[src/rtl/md5_message_digest_assert.svh]
// ----------------------------------------------------------------------------
// MD5 message digest assertion macros
// Concurrent property checks on aclk, disabled while aresetn is low.
// ----------------------------------------------------------------------------
`ifndef MD5_MESSAGE_DIGEST_ASSERT_SVH
`define MD5_MESSAGE_DIGEST_ASSERT_SVH
`ifndef SYNTHESIS
// Checks that post holds in the same cycle as pre.
`define MD5_ASSERT_IMPLIES(label, pre, post) \
    label: assert property (@(posedge aclk) disable iff (!aresetn) (pre) |-> (post)) \
        else $error("md5 same-cycle check failed");
// Checks that post holds in the cycle after pre.
`define MD5_ASSERT_NEXT(label, pre, post) \
    label: assert property (@(posedge aclk) disable iff (!aresetn) (pre) |=> (post)) \
        else $error("md5 next-cycle check failed");
`else
`define MD5_ASSERT_IMPLIES(label, pre, post)
`define MD5_ASSERT_NEXT(label, pre, post)
`endif
`endif

[src/rtl/md5_pkg.sv]
// ----------------------------------------------------------------------------
// MD5 package
// Transaction payload types, controller/datapath interface and MD5 constants.
// ----------------------------------------------------------------------------
package md5_pkg;

    typedef struct packed {
        logic [7:0] data_byte;
        logic       byte_present;
        logic       message_end;
    } md5_in_t;

    typedef struct packed {
        logic [31:0] digest_word;
        logic [1:0]  word_index;
        logic        last_word;
    } md5_out_t;

    typedef enum logic [2:0] {
        ST_IDLE,
        ST_PAD,
        ST_ROUND,
        ST_FOLD,
        ST_OUTPUT
    } md5_state_t;

    // Source of the byte written into the block buffer.
    typedef enum logic [1:0] {
        SRC_INPUT,
        SRC_MARK,
        SRC_ZERO,
        SRC_LEN
    } md5_src_t;

    typedef struct packed {
        logic     push;
        md5_src_t src;
        logic     count_byte;
        logic     start_compress;
        logic     round_en;
        logic     fold;
        logic     load_out;
    } md5_cmd_t;

    typedef struct packed {
        logic pos_last;
        logic pos_56;
        logic round_last;
        logic out_busy;
    } md5_sts_t;

    localparam logic [7:0] MD5_PAD_MARK = 8'h80;

    localparam logic [31:0] MD5_IV [4] = '{
        32'h67452301, 32'hefcdab89, 32'h98badcfe, 32'h10325476
    };

    localparam logic [31:0] MD5_K [64] = '{
        32'hd76aa478, 32'he8c7b756, 32'h242070db, 32'hc1bdceee,
        32'hf57c0faf, 32'h4787c62a, 32'ha8304613, 32'hfd469501,
        32'h698098d8, 32'h8b44f7af, 32'hffff5bb1, 32'h895cd7be,
        32'h6b901122, 32'hfd987193, 32'ha679438e, 32'h49b40821,
        32'hf61e2562, 32'hc040b340, 32'h265e5a51, 32'he9b6c7aa,
        32'hd62f105d, 32'h02441453, 32'hd8a1e681, 32'he7d3fbc8,
        32'h21e1cde6, 32'hc33707d6, 32'hf4d50d87, 32'h455a14ed,
        32'ha9e3e905, 32'hfcefa3f8, 32'h676f02d9, 32'h8d2a4c8a,
        32'hfffa3942, 32'h8771f681, 32'h6d9d6122, 32'hfde5380c,
        32'ha4beea44, 32'h4bdecfa9, 32'hf6bb4b60, 32'hbebfbc70,
        32'h289b7ec6, 32'heaa127fa, 32'hd4ef3085, 32'h04881d05,
        32'hd9d4d039, 32'he6db99e5, 32'h1fa27cf8, 32'hc4ac5665,
        32'hf4292244, 32'h432aff97, 32'hab9423a7, 32'hfc93a039,
        32'h655b59c3, 32'h8f0ccc92, 32'hffeff47d, 32'h85845dd1,
        32'h6fa87e4f, 32'hfe2ce6e0, 32'ha3014314, 32'h4e0811a1,
        32'hf7537e82, 32'hbd3af235, 32'h2ad7d2bb, 32'heb86d391
    };

    // Rotate amounts, indexed by {round group, step within group of four}.
    localparam logic [4:0] MD5_ROT [16] = '{
        5'd7, 5'd12, 5'd17, 5'd22,
        5'd5, 5'd9,  5'd14, 5'd20,
        5'd4, 5'd11, 5'd16, 5'd23,
        5'd6, 5'd10, 5'd15, 5'd21
    };

endpackage

[src/rtl/md5_ctrl.sv]
// ----------------------------------------------------------------------------
// MD5 controller
// Sequences byte intake, padding, the 64 compression rounds and digest load.
// ----------------------------------------------------------------------------
module md5_ctrl (
    input  logic              aclk,
    input  logic              aresetn,
    input  logic              s_valid,
    output logic              s_ready,
    input  md5_pkg::md5_in_t  s_data,
    input  md5_pkg::md5_sts_t sts,
    output md5_pkg::md5_cmd_t cmd
);
    import md5_pkg::*;

    md5_state_t state_reg, state_next;
    logic       ending_reg, ending_next;
    logic       mark_done_reg, mark_done_next;
    logic       len_phase_reg, len_phase_next;

    always_ff @(posedge aclk) begin
        if (!aresetn) begin
            state_reg     <= ST_IDLE;
            ending_reg    <= 1'b0;
            mark_done_reg <= 1'b0;
            len_phase_reg <= 1'b0;
        end else begin
            state_reg     <= state_next;
            ending_reg    <= ending_next;
            mark_done_reg <= mark_done_next;
            len_phase_reg <= len_phase_next;
        end
    end

    always_comb begin
        state_next     = state_reg;
        ending_next    = ending_reg;
        mark_done_next = mark_done_reg;
        len_phase_next = len_phase_reg;
        s_ready        = 1'b0;
        cmd            = '0;
        cmd.src        = SRC_INPUT;
        unique case (state_reg)
            ST_IDLE: begin
                s_ready = 1'b1;
                if (s_valid) begin
                    ending_next    = s_data.message_end;
                    mark_done_next = 1'b0;
                    len_phase_next = 1'b0;
                    if (s_data.byte_present) begin
                        cmd.push       = 1'b1;
                        cmd.count_byte = 1'b1;
                    end
                    // A byte that fills the block is compressed before any padding.
                    if (s_data.byte_present && sts.pos_last) begin
                        cmd.start_compress = 1'b1;
                        state_next         = ST_ROUND;
                    end else if (s_data.message_end) begin
                        state_next = ST_PAD;
                    end
                end
            end
            ST_PAD: begin
                cmd.push = 1'b1;
                if (!mark_done_reg) begin
                    cmd.src = SRC_MARK;
                end else if (len_phase_reg || sts.pos_56) begin
                    cmd.src        = SRC_LEN;
                    len_phase_next = 1'b1;
                end else begin
                    cmd.src = SRC_ZERO;
                end
                mark_done_next = 1'b1;
                if (sts.pos_last) begin
                    cmd.start_compress = 1'b1;
                    state_next         = ST_ROUND;
                end
            end
            ST_ROUND: begin
                cmd.round_en = 1'b1;
                if (sts.round_last) begin
                    state_next = ST_FOLD;
                end
            end
            ST_FOLD: begin
                cmd.fold = 1'b1;
                if (!ending_reg) begin
                    state_next = ST_IDLE;
                end else if (len_phase_reg) begin
                    state_next = ST_OUTPUT;
                end else begin
                    state_next = ST_PAD;
                end
            end
            ST_OUTPUT: begin
                // Hold the digest until the previous one has fully drained.
                if (!sts.out_busy) begin
                    cmd.load_out = 1'b1;
                    ending_next  = 1'b0;
                    state_next   = ST_IDLE;
                end
            end
            default: begin
                state_next = ST_IDLE;
            end
        endcase
    end

endmodule

[src/rtl/md5_datapath.sv]
// ----------------------------------------------------------------------------
// MD5 datapath
// Block buffer, bit counter, one-round-per-cycle compression unit, chaining
// words and the digest output buffer.
// ----------------------------------------------------------------------------
module md5_datapath (
    input  logic              aclk,
    input  logic              aresetn,
    input  logic [7:0]        in_byte,
    input  md5_pkg::md5_cmd_t cmd,
    output md5_pkg::md5_sts_t sts,
    output logic              m_valid,
    input  logic              m_ready,
    output md5_pkg::md5_out_t m_data
);
    import md5_pkg::*;

    logic [31:0] blk_reg [16];
    logic [31:0] chain_reg [4];
    logic [31:0] a_reg, b_reg, c_reg, d_reg;
    logic [5:0]  rnd_reg;
    logic [5:0]  pos_reg;
    logic [63:0] len_reg;
    logic [31:0] out_word_reg [4];
    logic [1:0]  out_idx_reg;
    logic        out_valid_reg;

    logic [7:0]  push_byte;
    logic [31:0] f_val;
    logic [3:0]  g_idx;
    logic [31:0] sum;
    logic [63:0] rot_dbl;
    logic [31:0] b_new;

    always_comb begin
        case (cmd.src)
            SRC_MARK: push_byte = MD5_PAD_MARK;
            SRC_ZERO: push_byte = 8'h00;
            SRC_LEN:  push_byte = len_reg[{pos_reg[2:0], 3'b000} +: 8];
            default:  push_byte = in_byte;
        endcase
    end

    always_comb begin
        case (rnd_reg[5:4])
            2'd0: begin
                f_val = (b_reg & c_reg) | (~b_reg & d_reg);
                g_idx = rnd_reg[3:0];
            end
            2'd1: begin
                f_val = (b_reg & d_reg) | (c_reg & ~d_reg);
                g_idx = 4'(rnd_reg[3:0] * 4'd5 + 4'd1);
            end
            2'd2: begin
                f_val = b_reg ^ c_reg ^ d_reg;
                g_idx = 4'(rnd_reg[3:0] * 4'd3 + 4'd5);
            end
            default: begin
                f_val = c_reg ^ (b_reg | ~d_reg);
                g_idx = 4'(rnd_reg[3:0] * 4'd7);
            end
        endcase
        sum     = a_reg + f_val + MD5_K[rnd_reg] + blk_reg[g_idx];
        rot_dbl = {sum, sum} << MD5_ROT[{rnd_reg[5:4], rnd_reg[1:0]}];
        b_new   = b_reg + rot_dbl[63:32];
    end

    // Control and reset-initialized state.
    always_ff @(posedge aclk) begin
        if (!aresetn) begin
            rnd_reg       <= '0;
            pos_reg       <= '0;
            len_reg       <= '0;
            out_idx_reg   <= '0;
            out_valid_reg <= 1'b0;
            for (int k = 0; k < 4; k++) begin
                chain_reg[k] <= MD5_IV[k];
            end
        end else begin
            if (cmd.push) begin
                pos_reg <= pos_reg + 6'd1;
            end
            if (cmd.count_byte) begin
                len_reg <= len_reg + 64'd8;
            end
            if (cmd.start_compress) begin
                rnd_reg <= '0;
            end else if (cmd.round_en) begin
                rnd_reg <= rnd_reg + 6'd1;
            end
            if (cmd.fold) begin
                chain_reg[0] <= chain_reg[0] + a_reg;
                chain_reg[1] <= chain_reg[1] + b_reg;
                chain_reg[2] <= chain_reg[2] + c_reg;
                chain_reg[3] <= chain_reg[3] + d_reg;
            end
            if (cmd.load_out) begin
                len_reg       <= '0;
                out_idx_reg   <= '0;
                out_valid_reg <= 1'b1;
                for (int k = 0; k < 4; k++) begin
                    chain_reg[k] <= MD5_IV[k];
                end
            end else if (out_valid_reg && m_ready) begin
                out_idx_reg <= out_idx_reg + 2'd1;
                if (out_idx_reg == 2'd3) begin
                    out_valid_reg <= 1'b0;
                end
            end
        end
    end

    // Payload storage.
    always_ff @(posedge aclk) begin
        if (cmd.push) begin
            blk_reg[pos_reg[5:2]][{pos_reg[1:0], 3'b000} +: 8] <= push_byte;
        end
        if (cmd.start_compress) begin
            a_reg <= chain_reg[0];
            b_reg <= chain_reg[1];
            c_reg <= chain_reg[2];
            d_reg <= chain_reg[3];
        end else if (cmd.round_en) begin
            a_reg <= d_reg;
            b_reg <= b_new;
            c_reg <= b_reg;
            d_reg <= c_reg;
        end
        if (cmd.load_out) begin
            for (int k = 0; k < 4; k++) begin
                out_word_reg[k] <= chain_reg[k];
            end
        end
    end

    assign sts.pos_last   = (pos_reg == 6'd63);
    assign sts.pos_56     = (pos_reg == 6'd56);
    assign sts.round_last = (rnd_reg == 6'd63);
    assign sts.out_busy   = out_valid_reg;

    assign m_valid            = out_valid_reg;
    assign m_data.digest_word = out_word_reg[out_idx_reg];
    assign m_data.word_index  = out_idx_reg;
    assign m_data.last_word   = (out_idx_reg == 2'd3);

endmodule

[src/rtl/md5_message_digest.sv]
// ----------------------------------------------------------------------------
// MD5 message digest
// Byte-stream MD5 hash with internal padding and four-word digest output.
// ----------------------------------------------------------------------------
// A byte transaction that does not complete a 64-byte block leaves the
// controller idle and ready for the next one. A byte that completes a block
// is written, then runs 64 rounds in the single round unit (one round per
// clock) and adds the result into the chaining words before the next
// transaction is accepted. A message-end transaction writes the 0x80 marker,
// the zero padding and the length one byte per clock until the block ends,
// 9 to 72 bytes in all, with one or two compressions; the digest then goes
// into the output buffer once the previous digest has drained.
// The four digest words then leave one per cycle while m_ready is high, word 0
// first, while new message bytes are already accepted; a second digest waits
// only if the first has not drained yet.
module md5_message_digest (
    input  logic              aclk,
    input  logic              aresetn,
    input  logic              s_valid,
    output logic              s_ready,
    input  md5_pkg::md5_in_t  s_data,
    output logic              m_valid,
    input  logic              m_ready,
    output md5_pkg::md5_out_t m_data
);
    import md5_pkg::*;

    md5_cmd_t cmd;
    md5_sts_t sts;

    md5_ctrl u_ctrl (
        .aclk    (aclk),
        .aresetn (aresetn),
        .s_valid (s_valid),
        .s_ready (s_ready),
        .s_data  (s_data),
        .sts     (sts),
        .cmd     (cmd)
    );

    md5_datapath u_datapath (
        .aclk    (aclk),
        .aresetn (aresetn),
        .in_byte (s_data.data_byte),
        .cmd     (cmd),
        .sts     (sts),
        .m_valid (m_valid),
        .m_ready (m_ready),
        .m_data  (m_data)
    );

`include "md5_message_digest_assert.svh"

    `MD5_ASSERT_IMPLIES(a_load_when_empty, cmd.load_out, !sts.out_busy)
    `MD5_ASSERT_IMPLIES(a_start_at_block_end, cmd.start_compress, cmd.push && sts.pos_last)
    `MD5_ASSERT_IMPLIES(a_no_intake_in_rounds, cmd.round_en, !s_ready)
    `MD5_ASSERT_NEXT(a_last_word_drains, m_valid && m_ready && m_data.last_word, !m_valid)

endmodule
[config.mk]
export PLATFORM = sky130hd
export DESIGN_NAME = md5_message_digest
export DESIGN_NICKNAME = d
export VERILOG_FILES = /design/src/rtl/md5_pkg.sv /design/src/rtl/md5_ctrl.sv /design/src/rtl/md5_datapath.sv /design/src/rtl/md5_message_digest.sv
export VERILOG_INCLUDE_DIRS = /design/src /design/src/rtl
export SDC_FILE = /design/constraint.sdc
export NUM_CORES = 2
export LEC_CHECK = 0
export BUFFER_PORTS_ARGS = -buffer_cell sky130_fd_sc_hd__clkbuf_2
export CORE_MARGIN = 2
export CORE_UTILIZATION = 43
export DETAILED_ROUTE_END_ITERATION = 10
export SYNTH_ARGS = -nofsm -noshare
export SYNTH_HDL_FRONTEND = slang
export SYNTH_SLANG_ARGS = --single-unit
[constraint.sdc]
create_clock -name aclk -period 14.2 [get_ports aclk]
set_input_delay 2.84 -clock aclk [delete_from_list [all_inputs] [get_ports aclk]]
set_output_delay 2.84 -clock aclk [all_outputs]
set_load 0.01 [all_outputs]
==> impl_metrics.ini <==
[run_status]
outcome = finished clean

[worst_setup_path]
crit_path_top_delay_cell = a221o_4
ff2ff_path_depth = 42
critPathKind = reg -> reg
arrival_ns = 12.44
slowest_delay_ns = 0.71
worstSetupStartpointType = register
worstPathMaxFanout = 45
cp-end-kind = register
critPathRequiredTime_ns = 14.80

[clocking]
clkLatencyLatePin_ns = 0.74
path_clk_slew_ns = 0.06
cts_root_buffer = clkbuf_16
ctsHoldBuffers = 0
clock_path_buffers = 3
htreeDepth = 3
clock_sinks = 980
cts_tree = done
cts_setup_buffers = 0
numCtsBuffers = 105
cts_resized = 0

[synth]
async_flop_share_pct = 0
yosysUniqueCellTypes = 102
yosys-top-cells-area = edfxtp_1 44%, mux4_2 7.0%, dfxtp_1 5.3%
syn_nets = 5409
synth_most_common_cell = edfxtp_1
synthCells = 5101
synth-seq-cells = 980
synthFlopType = edfxtp_1
netlist_top_cells_count = 832 x edfxtp_1, 652 x nand2_1, 386 x nor2_1
synth_top_area_share_pct = 44.3
synth_seq_area_share_pct = 49.6
synth_edf_count = 832
synth_area_leader_cell = edfxtp_1
synth.cell_area_um2 = 56400
yosysWarnings = 0
avgSynthCellArea_um2 = 11.1

[floorplan]
num_io_pins = 51
rows = 132
die_x_um = 366
start_util_pct = 43.4
dieArea_um2 = 134000
core_um2 = 130000
fp.dieH_um = 366

[timing]
max_freq_mhz = 84.5
fin_crit_ns = 11.83
fin_ws_ns = 2.37
maxSlewHeadroom_pct = 16.3
min_period_over_period_pct = 83.3
tightest_slew_ns = 1.26
fin_skew_ns = 0.0411
finalSetupViolCount = 0
final-max-slew-violation-count = 0
finalHoldViolCount = 0
finalSetupTns_ns = 0
rsz0062_at_grt = no

[flow_run]
max_cap_violations = 0

[drt]
vias = 41000
routedWlPerCell_um = 24.6
drcViolationCount = 0
drtPass1Iterations = 6
ant_nets = 0
detail_route.vias_per_cell = 5.94
drt_iter0_drc = 4112
wl_mm = 170

[grt]
grt_use_total_pct = 24.9
grt_max_degree = 157
grt_pass1_vias = 39000
overflow = 0
antenna_found_initial = 9
grt_pass1_wl_mm = 254

[final_layout]
nNetsFinal = 5362
drive_gt1_share_pct = 11.1
fillers = 11900
largest_reg_flops = 512
syn_to_final_growth_pct = 9.78

[place]
io_buffers = 50
dpl.hpwl_mm = 120
place_congestion = 0.952
place_ws_ns = 2.60

[min_path]
hold_path.class = reg -> reg
hold_depth = 2
[placed cells by master, fill, tap and decap left out, types with 54 or more instances in the layout]
cell type and n:
a211oi_1 74, a21o_1 72, a21oi_1 329, a31oi_1 141
and2_1 72, and3_1 54, buf_4 66, clkbuf_16 106
dfxtp_1 142, edfxtp_1 832, fa_1 69, ha_1 225
inv_1 235, mux2i_1 90, mux4_2 176, nand2_1 651
nand3_1 127, nor2_1 382, nor3_1 66, o21ai_0 228
xnor2_1 113, xor2_1 127
[critical path, delay by kind of cell (launching register included)]
| family | cells | cell delay [ns] |
|---|---|---|
| AOI/OAI and AO/OA | 23 | 5.72 |
| buffers and inverters | 5 | 1.33 |
| DFF | 1 | 0.31 |
| and+or+nand+nor | 7 | 1.39 |
| muxes | 2 | 0.50 |
| adders and majority gates | 5 | 2.32 |
[final timing paths]
kind / startpoint / slack (ns) / end
worst max-delay path: u_datapath.rnd_reg[0] / 2.37 / u_datapath.b_reg[28]
worst min-delay path: u_datapath.chain_reg[0][23] / 0.49 / u_datapath.chain_reg[0][23]
worst max register to register: u_datapath.rnd_reg[0] / 2.37 / u_datapath.b_reg[28]
worst min register to register: u_datapath.chain_reg[0][23] / 0.49 / u_datapath.chain_reg[0][23]
[cell type report]
type / instances / area, um^2 / area share, %
diodes: 6 / 15.0 / 0.0243
clock buffers: 136 / 2850 / 4.60
clock inverters: 62 / 621 / 1.00
inverters: 242 / 913 / 1.48
multi-input cells: 3606 / 26600 / 42.9
flip-flops and latches: 980 / 28000 / 45.2
well taps: 1742 / 2180 / 3.52
repair buffers: 119 / 806 / 1.30
[through the flow]
stage,utilization (%),area [um^2],instances,hold WS [ns]
floorplan,-,56400,5101,0.439
global placement,45.0,58400,6689,0.469
detailed placement,45.0,58400,6689,0.473
CTS,47.7,61900,6887,0.485
global route,47.7,61900,6887,0.503
finish,47.7,61900,6893,0.486
[per-layer routing]
metal / vias up / wire length, um / track usage [%]
met5: - / 14 / 0
met4: 2 / 6080 / 9.30
met3: 259 / 13200 / 4.71
met2: 1590 / 75900 / 37.9
met1: 20200 / 74500 / 35.4
li1: 18900 / - / -
[cells by family (layout without fill, tap and decap cells)]
kind of cell    after synthesis  count (layout)  share of synthesized area, %
simple gates               1572            1572                          12.6
compound gates             1170            1170                          13.3
flops                       980             980                          49.6
buf+inv                     515             559                          3.53
fa+ha+maj                   325             325                          7.99
mux                         295             295                          9.20
xor+xnor                    244             244                          3.83
other cells                   0               6                             0
Power is left out: the tool's default activity adds up to more than one toggle a clock period on the data nets, which glitch-free logic cannot reach.
